--- config.mk ---
export PLATFORM = sky130hd
export DESIGN_NAME = ir_pulse_distance_frame_decoder
export DESIGN_NICKNAME = d
export VERILOG_FILES = /design/src/ird_pkg.sv /design/src/ir_pulse_distance_frame_decoder.sv /design/src/ird_window.sv /design/src/ird_frame.sv
export SDC_FILE = /design/constraint.sdc
export NUM_CORES = 1
export LEC_CHECK = 0
export BUFFER_PORTS_ARGS = -buffer_cell sky130_fd_sc_hd__buf_2
export CELL_PAD_IN_SITES_DETAIL_PLACEMENT = 0
export CELL_PAD_IN_SITES_GLOBAL_PLACEMENT = 1
export CORE_MARGIN = 2
export CORE_UTILIZATION = 41
export CTS_CLUSTER_SIZE = 25
export DETAILED_ROUTE_END_ITERATION = 8
export GPL_TIMING_DRIVEN = 0
export PLACE_DENSITY = 0.74
export SLEW_MARGIN = 40
export SYNTH_ARGS = -nofsm -noshare
export SYNTH_HDL_FRONTEND = slang
export SYNTH_SLANG_ARGS = --single-unit
export TNS_END_PERCENT = 100
--- constraint.sdc ---
create_clock -name aclk -period 11.04 [get_ports aclk]
set_clock_uncertainty 0.2 [all_clocks]
set_input_delay 0.552 -clock aclk [delete_from_list [all_inputs] [get_ports aclk]]
set_output_delay 0.552 -clock aclk [all_outputs]
set_load 0.01 [all_outputs]
--- src/ird_pkg.sv ---
package ird_pkg;

    localparam int MAX_BITS_DEF = 32;

    localparam int DUR_W  = 16;
    localparam int TOL_W  = 7;
    localparam int CODE_W = 32;
    localparam int CNT_W  = 6;
    localparam int ADDR_W = 4;
    localparam int APB_W  = 32;
    localparam int S_TDATA_W = 32;
    localparam int M_TDATA_W = 40;

    localparam int HDR_MARK   = 8000;
    localparam int HDR_SPACE  = 4000;
    localparam int BIT_MARK   = 600;
    localparam int ONE_SPACE  = 1600;
    localparam int ZERO_SPACE = 550;

    localparam int VALID_SHORT = 28;
    localparam int VALID_LONG  = 32;

    localparam logic [1:0] REG_TOLERANCE = 2'd0;
    localparam logic [1:0] REG_CODE      = 2'd1;
    localparam logic [1:0] REG_BITS      = 2'd2;

    localparam logic [TOL_W-1:0]  TOL_RESET  = 7'd25;
    localparam logic [CODE_W-1:0] CODE_RESET = 32'd0;
    localparam logic [CNT_W-1:0]  BITS_RESET = 6'd28;

    typedef enum logic [1:0] {
        PH_HEADER = 2'd0,
        PH_BITS   = 2'd1,
        PH_DONE   = 2'd2
    } phase_t;

    typedef struct packed {
        logic hdr;
        logic one;
        logic zero;
    } pair_class_t;

    typedef struct packed {
        logic [TOL_W-1:0]  tolerance;
        logic [CODE_W-1:0] code;
        logic [CNT_W-1:0]  bits;
    } cfg_t;

endpackage

--- src/ir_pulse_distance_frame_decoder.sv ---
// Path: a pair taken on s_ is held in the input register and classified from it; when a
//   frame ends, its result word loads the result register, which m_ then offers.
// Throughput: one pair per clock while m_ is ready; a result held on m_ stalls the frame
//   logic, and s_ stops while the input register holds a pair that the stalled logic cannot take.
// Reset: aresetn, synchronous, active low; clears frame state and both valid flags
//   and loads the register defaults (tolerance 25, code 0, bits 28).
module ir_pulse_distance_frame_decoder
    import ird_pkg::*;
#(
    parameter int MAX_BITS = MAX_BITS_DEF
)
(
    input  logic                 aclk,
    input  logic                 aresetn,

    input  logic                 s_tvalid,
    output logic                 s_tready,
    input  logic [S_TDATA_W-1:0] s_tdata,   // mark_us[15:0], space_us[31:16]
    input  logic [0:0]           s_tuser,   // first_pair[0]
    input  logic                 s_tlast,

    output logic                 m_tvalid,
    input  logic                 m_tready,
    output logic [M_TDATA_W-1:0] m_tdata,   // code_word[31:0], bit_count[37:32], zero[39:38]
    output logic [1:0]           m_tuser,   // frame_valid[0], code_match[1]

    input  logic                 psel,
    input  logic                 penable,
    input  logic                 pwrite,
    input  logic [ADDR_W-1:0]    paddr,
    input  logic [APB_W-1:0]     pwdata,
    output logic [APB_W-1:0]     prdata,
    output logic                 pready
);

    cfg_t              cfg_reg;
    logic              cfg_wr;
    logic [1:0]        reg_idx;

    logic              in_valid_reg;
    logic [DUR_W-1:0]  in_mark_reg;
    logic [DUR_W-1:0]  in_space_reg;
    logic              in_first_reg;
    logic              in_last_reg;
    logic              take;

    pair_class_t       pair_class;
    logic              frame_valid;
    logic [CODE_W-1:0] code_word;
    logic [CNT_W-1:0]  bit_count;
    logic              code_match;

    assign pready  = 1'b1;
    assign reg_idx = paddr[3:2];
    assign cfg_wr  = psel && penable && pwrite && pready;

    always_ff @(posedge aclk) begin
        if (!aresetn) begin
            cfg_reg.tolerance <= TOL_RESET;
            cfg_reg.code      <= CODE_RESET;
            cfg_reg.bits      <= BITS_RESET;
        end else if (cfg_wr) begin
            case (reg_idx)
                REG_TOLERANCE: cfg_reg.tolerance <= pwdata[TOL_W-1:0];
                REG_CODE:      cfg_reg.code      <= pwdata[CODE_W-1:0];
                REG_BITS:      cfg_reg.bits      <= pwdata[CNT_W-1:0];
                default: begin
                end
            endcase
        end
    end

    always_comb begin
        case (reg_idx)
            REG_TOLERANCE: prdata = APB_W'(cfg_reg.tolerance);
            REG_CODE:      prdata = APB_W'(cfg_reg.code);
            REG_BITS:      prdata = APB_W'(cfg_reg.bits);
            default:       prdata = '0;
        endcase
    end

    assign s_tready = !in_valid_reg || take;

    always_ff @(posedge aclk) begin
        if (!aresetn) begin
            in_valid_reg <= 1'b0;
        end else if (s_tready) begin
            in_valid_reg <= s_tvalid;
        end
    end

    always_ff @(posedge aclk) begin
        if (s_tready && s_tvalid) begin
            in_mark_reg  <= s_tdata[DUR_W-1:0];
            in_space_reg <= s_tdata[2*DUR_W-1:DUR_W];
            in_first_reg <= s_tuser[0];
            in_last_reg  <= s_tlast;
        end
    end

    ird_window u_window (
        .tolerance  (cfg_reg.tolerance),
        .mark_us    (in_mark_reg),
        .space_us   (in_space_reg),
        .pair_class (pair_class)
    );

    ird_frame #(
        .MAX_BITS (MAX_BITS)
    ) u_frame (
        .aclk        (aclk),
        .aresetn     (aresetn),
        .item_valid  (in_valid_reg),
        .item_first  (in_first_reg),
        .item_last   (in_last_reg),
        .pair_class  (pair_class),
        .cfg         (cfg_reg),
        .item_take   (take),
        .res_valid   (m_tvalid),
        .res_ready   (m_tready),
        .frame_valid (frame_valid),
        .code_word   (code_word),
        .bit_count   (bit_count),
        .code_match  (code_match)
    );

    assign m_tdata = {2'b00, bit_count, code_word};
    assign m_tuser = {code_match, frame_valid};

endmodule

--- src/ird_window.sv ---
module ird_window
    import ird_pkg::*;
(
    input  logic [TOL_W-1:0] tolerance,
    input  logic [DUR_W-1:0] mark_us,
    input  logic [DUR_W-1:0] space_us,
    output pair_class_t      pair_class
);

    localparam int PROD_W = 24;
    localparam int FACT_W = 8;

    logic [FACT_W-1:0] lo_f;
    logic [FACT_W-1:0] hi_f;
    logic [PROD_W-1:0] x_mark;
    logic [PROD_W-1:0] x_space;

    function automatic logic near(
        input logic [PROD_W-1:0] x,
        input logic [PROD_W-1:0] nominal,
        input logic [FACT_W-1:0] lo,
        input logic [FACT_W-1:0] hi
    );
        logic [PROD_W-1:0] lo_b;
        logic [PROD_W-1:0] hi_b;
        lo_b = nominal * PROD_W'(lo);
        hi_b = nominal * PROD_W'(hi);
        return (x >= lo_b) && (x <= hi_b);
    endfunction

    always_comb begin
        lo_f = (tolerance >= TOL_W'(100)) ? '0 : FACT_W'(100) - FACT_W'(tolerance);
        hi_f = FACT_W'(100) + FACT_W'(tolerance);
        x_mark  = PROD_W'(mark_us) * PROD_W'(100);
        x_space = PROD_W'(space_us) * PROD_W'(100);
    end

    assign pair_class.hdr  = near(x_mark, PROD_W'(HDR_MARK), lo_f, hi_f)
                          && near(x_space, PROD_W'(HDR_SPACE), lo_f, hi_f);
    assign pair_class.one  = near(x_mark, PROD_W'(BIT_MARK), lo_f, hi_f)
                          && near(x_space, PROD_W'(ONE_SPACE), lo_f, hi_f);
    assign pair_class.zero = near(x_mark, PROD_W'(BIT_MARK), lo_f, hi_f)
                          && near(x_space, PROD_W'(ZERO_SPACE), lo_f, hi_f);

endmodule

--- src/ird_frame.sv ---
module ird_frame
    import ird_pkg::*;
#(
    parameter int MAX_BITS = MAX_BITS_DEF
)
(
    input  logic              aclk,
    input  logic              aresetn,
    input  logic              item_valid,
    input  logic              item_first,
    input  logic              item_last,
    input  pair_class_t       pair_class,
    input  cfg_t              cfg,
    output logic              item_take,
    output logic              res_valid,
    input  logic              res_ready,
    output logic              frame_valid,
    output logic [CODE_W-1:0] code_word,
    output logic [CNT_W-1:0]  bit_count,
    output logic              code_match
);

    localparam int CW = ($clog2(MAX_BITS + 1) > CNT_W) ? $clog2(MAX_BITS + 1) : CNT_W;

    phase_t            phase_reg, phase_next, phase_cur;
    logic [CW-1:0]     bits_reg, bits_next;
    logic [CODE_W-1:0] shift_reg, shift_next;
    logic              emit;
    logic              advance;
    logic              fire;

    logic              res_valid_reg, res_valid_next;
    logic              frame_valid_reg, frame_valid_next;
    logic [CODE_W-1:0] code_word_reg;
    logic [CNT_W-1:0]  bit_count_reg;
    logic              code_match_reg, code_match_next;

    assign advance   = !res_valid_reg || res_ready;
    assign fire      = item_valid && advance;
    assign item_take = advance;

    always_comb begin
        phase_next = phase_reg;
        bits_next  = bits_reg;
        shift_next = shift_reg;
        emit       = 1'b0;
        phase_cur  = item_first ? PH_HEADER : phase_reg;
        if (fire) begin
            case (phase_cur)
                PH_HEADER: begin
                    bits_next  = '0;
                    shift_next = '0;
                    if (!pair_class.hdr || item_last) begin
                        emit       = 1'b1;
                        phase_next = PH_DONE;
                    end else begin
                        phase_next = PH_BITS;
                    end
                end
                PH_BITS: begin
                    if (pair_class.one || pair_class.zero) begin
                        shift_next = {shift_reg[CODE_W-2:0], pair_class.one};
                        bits_next  = bits_reg + 1'b1;
                        if (item_last || bits_next >= CW'(MAX_BITS)) begin
                            emit       = 1'b1;
                            phase_next = PH_DONE;
                        end
                    end else begin
                        emit       = 1'b1;
                        phase_next = PH_DONE;
                    end
                end
                default: begin
                    phase_next = phase_reg;
                end
            endcase
        end
    end

    always_comb begin
        frame_valid_next = (bits_next == CW'(VALID_SHORT)) || (bits_next == CW'(VALID_LONG));
        code_match_next  = frame_valid_next && (shift_next == cfg.code)
                        && (bits_next == CW'(cfg.bits));
        if (emit) begin
            res_valid_next = 1'b1;
        end else if (res_ready) begin
            res_valid_next = 1'b0;
        end else begin
            res_valid_next = res_valid_reg;
        end
    end

    always_ff @(posedge aclk) begin
        if (!aresetn) begin
            phase_reg     <= PH_HEADER;
            bits_reg      <= '0;
            shift_reg     <= '0;
            res_valid_reg <= 1'b0;
        end else begin
            phase_reg     <= phase_next;
            bits_reg      <= bits_next;
            shift_reg     <= shift_next;
            res_valid_reg <= res_valid_next;
        end
    end

    always_ff @(posedge aclk) begin
        if (emit) begin
            frame_valid_reg <= frame_valid_next;
            code_word_reg   <= shift_next;
            bit_count_reg   <= bits_next[CNT_W-1:0];
            code_match_reg  <= code_match_next;
        end
    end

    assign res_valid   = res_valid_reg;
    assign frame_valid = frame_valid_reg;
    assign code_word   = code_word_reg;
    assign bit_count   = bit_count_reg;
    assign code_match  = code_match_reg;

    a_bits_range: assert property (@(posedge aclk) disable iff (!aresetn)
        bits_reg <= CW'(MAX_BITS))
        else $error("bit counter beyond frame length");

    a_header_clear: assert property (@(posedge aclk) disable iff (!aresetn)
        phase_reg == PH_HEADER |-> bits_reg == '0 && shift_reg == '0)
        else $error("stale bits while waiting for header");

    a_bit_step: assert property (@(posedge aclk) disable iff (!aresetn)
        fire && phase_cur == PH_BITS && !emit |=> bits_reg == CW'($past(bits_reg) + 1'b1))
        else $error("data pair did not advance bit counter");

    a_match_valid: assert property (@(posedge aclk) disable iff (!aresetn)
        res_valid_reg && code_match_reg |-> frame_valid_reg
            && (bit_count_reg == CNT_W'(VALID_SHORT) || bit_count_reg == CNT_W'(VALID_LONG)))
        else $error("match reported on invalid frame");

endmodule

==> run metrics <==
outcome=finished clean; Hold Path Class=input pin to flip-flop; clk root buf=clkbuf_16; initial DRC count=1,067; Syn Area/Cell=9.073 µm²; register area share after synthesis=0.1895; Placer Congestion=0.9249; P per Cell Area=~160 nW/µm²; static leakage=between 10 and 15 nW; Synth top area share=0.2978; total congestion overflow=0; Max VDD drop=roughly 0.11 mV; Max stage delay cell, worst path=nor4_1; DRT antenna net count=0; clk buf depth=2; Cells after Synth=2,306; fin worst setup slack=between 500 and 600 ps; main flop type after synthesis=dfxtp_1; Max Freq=between 0.09 and 0.1 GHz; crit path max fanout=10; crit end category=flip-flop; full die area=52,850 µm²; ranking of synthesized cells by area=ha_1 30%, edfxtp_1 11%, fa_1 9.2%, dfxtp_1 8.3%, inv_1 6.3%; n_diodes=0; number of max-cap violations=0; first-pass GRT wire length=around 98 mm; initial core utilization=0.4162; Final Max Slew Viols=0; FFs w/ async S/R, synth=0; clock slew at reported path FFs=80 ps; H-tree levels=4; worst slew pin tran=a little over 900 ps; Critical Path RT=11,110 ps; most used cell, CP=ha_1; drt via density=5.443; Final HPWL DP=51.46 mm; die width=between 200 and 250 µm; Buffers on Ports=between 100 and 150; pre-CTS WS=-691.9 ps; die height=229.9 µm; I/O pins=~150; synthesis-to-layout area growth=12.54%; hold path start=s_tdata[21]; setup violation total in the final timing report=0; initial antenna violation count=2; max reg flops=45; CP arrival=about 11,000 ps; DR DRC count=0; Worst Setup SP=cfg_reg[40]; number of synthesized flops with an enable pin=74; Rel. slew slack=0.3702; layout cells sized above 1=0.1096; Core Area=approximately 50,000 µm²; TritonCTS buffer count=17; vias in the first global route=17,670; Critical Path Start Type=flip-flop; DRT Pass-1 Iters=6; Yosys warnings=0; Setup CP Type=flip-flop to flip-flop; Cell variety after synth=about 80; Netlist Area Pre-Place=around 21,000 µm²; Post-Layout Cell Count=about 3,200; CTS tree=yes; GRT Resource Usage Total=0.2391; unrepaired setup endpoints after global routing=false; Routed WL=62.25 mm; slowest stage delay, CP=650 ps; Fin. Hold Viols=0; largest net degree at the start of global routing=22; Sum Neg Setup Slack=0 ps; cell row count=around 80; Vias=17,310; Yosys top cell by area=ha_1; synthesis-stage register bit count=161; routed len/inst=19.57 µm; Final min period=10,510 ps; clk_lat worst skew=around 460 ps; Layout Nets=between 3,000 and 4,000; Clock Sinks=roughly 160; Reg-to-Reg Start=cfg_reg[40]; Inst Count DP=approximately 3,100; fin crit share=0.9524
-- power by group --
group | total [W] | leakage [nW] | internal (W) | switching, W
logic | 0.00251 | 9.94 | 0.000998 | 0.00151
clock network | 0.000611 | 0.293 | 0.000308 | 0.000303
registers | 0.000656 | 1.45 | 0.000640 | 0.0000163
-- what timing repair did --
action,in CTS,in global routing
gates resized for setup,5,7
hold buffers,0,0
setup buffers,2,9
pin swaps,0,0
setup endpoints to repair,1,1
-- final cells by class --
class	count	area (µm²)
Buffer	46	219.0
Clock buffer	17	425.4
Clock inverter	15	182.7
Fill cell	4923	26730
Inverter	350	1333
Multi-Input combinational cell	1750	15630
Sequential cell	161	3966
Tap cell	672	840.8
Timing Repair Buffer	169	949.7
-- per-stage QoR --
stage	utilization	power, W	hold WS, ps	instance area, µm²
global route	0.4683	0.004140	55.85	23550
floorplan	-	0.002384	256.5	20930
global placement	0.4477	0.003028	279.1	22510
detailed placement	0.4535	0.003131	275.0	22800
finish	0.4683	0.003777	67.76	23550
CTS	0.4664	0.003759	38.43	23450
-- cells in the final DEF, fill, tap and decap left out, types with 12 or more instances in the layout --
cell | netlist | routed
ha_1 | 498 | 498
inv_1 | 350 | 345
a21oi_1 | 160 | 159
buf_2 | 7 | 156
nand2_1 | 143 | 143
fa_1 | 96 | 96
o21ai_0 | 89 | 88
dfxtp_1 | 87 | 85
edfxtp_1 | 74 | 74
xnor2_1 | 79 | 71
and2_1 | 64 | 63
nor2_1 | 65 | 61
a21o_1 | 52 | 52
xor2_1 | 51 | 47
nor2b_1 | 37 | 37
nand2b_1 | 35 | 35
nand4_1 | 30 | 30
nand3_1 | 29 | 29
clkbuf_1 | 30 | 27
a22o_1 | 26 | 26
mux2i_1 | 24 | 24
buf_4 | 9 | 23
o21bai_1 | 21 | 21
o21a_1 | 20 | 20
nor3_1 | 22 | 20
o22ai_1 | 18 | 18
clkbuf_16 | 0 | 17
o211ai_1 | 14 | 14
a211oi_1 | 14 | 14
nor4_1 | 15 | 14
and3_1 | 12 | 12
-- worst paths after layout --
path / end / cells past startpoint / slack (ps)
max: u_frame.code_match / 39 / 530
min: in_space_reg[5] / 1 / 70
max reg2reg: u_frame.code_match / 39 / 530
min reg2reg: cfg_reg[26] / 2 / 290
-- cells by family after synthesis --
logic type | Yosys count | synth area share
other | 2 | 0.0003590
adders and majority gates | 594 | 0.3897
buffers and inverters | 396 | 0.07308
and+or+nand+nor | 495 | 0.1255
AOI/OAI and AO/OA | 501 | 0.1544
DFF | 161 | 0.1895
muxes | 27 | 0.01310
xor gates and xnor gates | 130 | 0.05442
-- synth_stat cells (14+ instances only) --
| cell type | number |
|---|---|
| o211ai_1 | 14 |
| a211oi_1 | 14 |
| nand2b_1 | 35 |
| nor4_1 | 15 |
| nor2_1 | 65 |
| a21oi_1 | 160 |
| inv_1 | 350 |
| nand4_1 | 30 |
| nand2_1 | 143 |
| and2_1 | 64 |
| clkbuf_1 | 30 |
| nor2b_1 | 37 |
| xor2_1 | 51 |
| o21ai_0 | 89 |
| edfxtp_1 | 74 |
| o21a_1 | 20 |
| fa_1 | 96 |
| nand3_1 | 29 |
| a22o_1 | 26 |
| nor3_1 | 22 |
| o22ai_1 | 18 |
| dfxtp_1 | 87 |
| mux2i_1 | 24 |
| xnor2_1 | 79 |
| a21o_1 | 52 |
| o21bai_1 | 21 |
| ha_1 | 498 |
-- critical path: cells and delay by family, from the launching register on --
kind,cells,cell delay [ps]
flip-flops,1,520
buffers and inverters,7,1180
AND/OR/NAND/NOR,13,3050
AO/OA/AOI/OAI,10,2840
adder cells (fa/ha/maj),7,2320
XOR/XNOR,2,210
-- metal layers --
layer	vias up	GRT usage	wire (µm)
met5	-	0	13
met4	2	0.07621	1714
met3	90	0.03063	3015
met2	444	0.4030	29030
met1	8309	0.3171	28470
li1	8463	-	-
(Power assumes the default switching activity.)
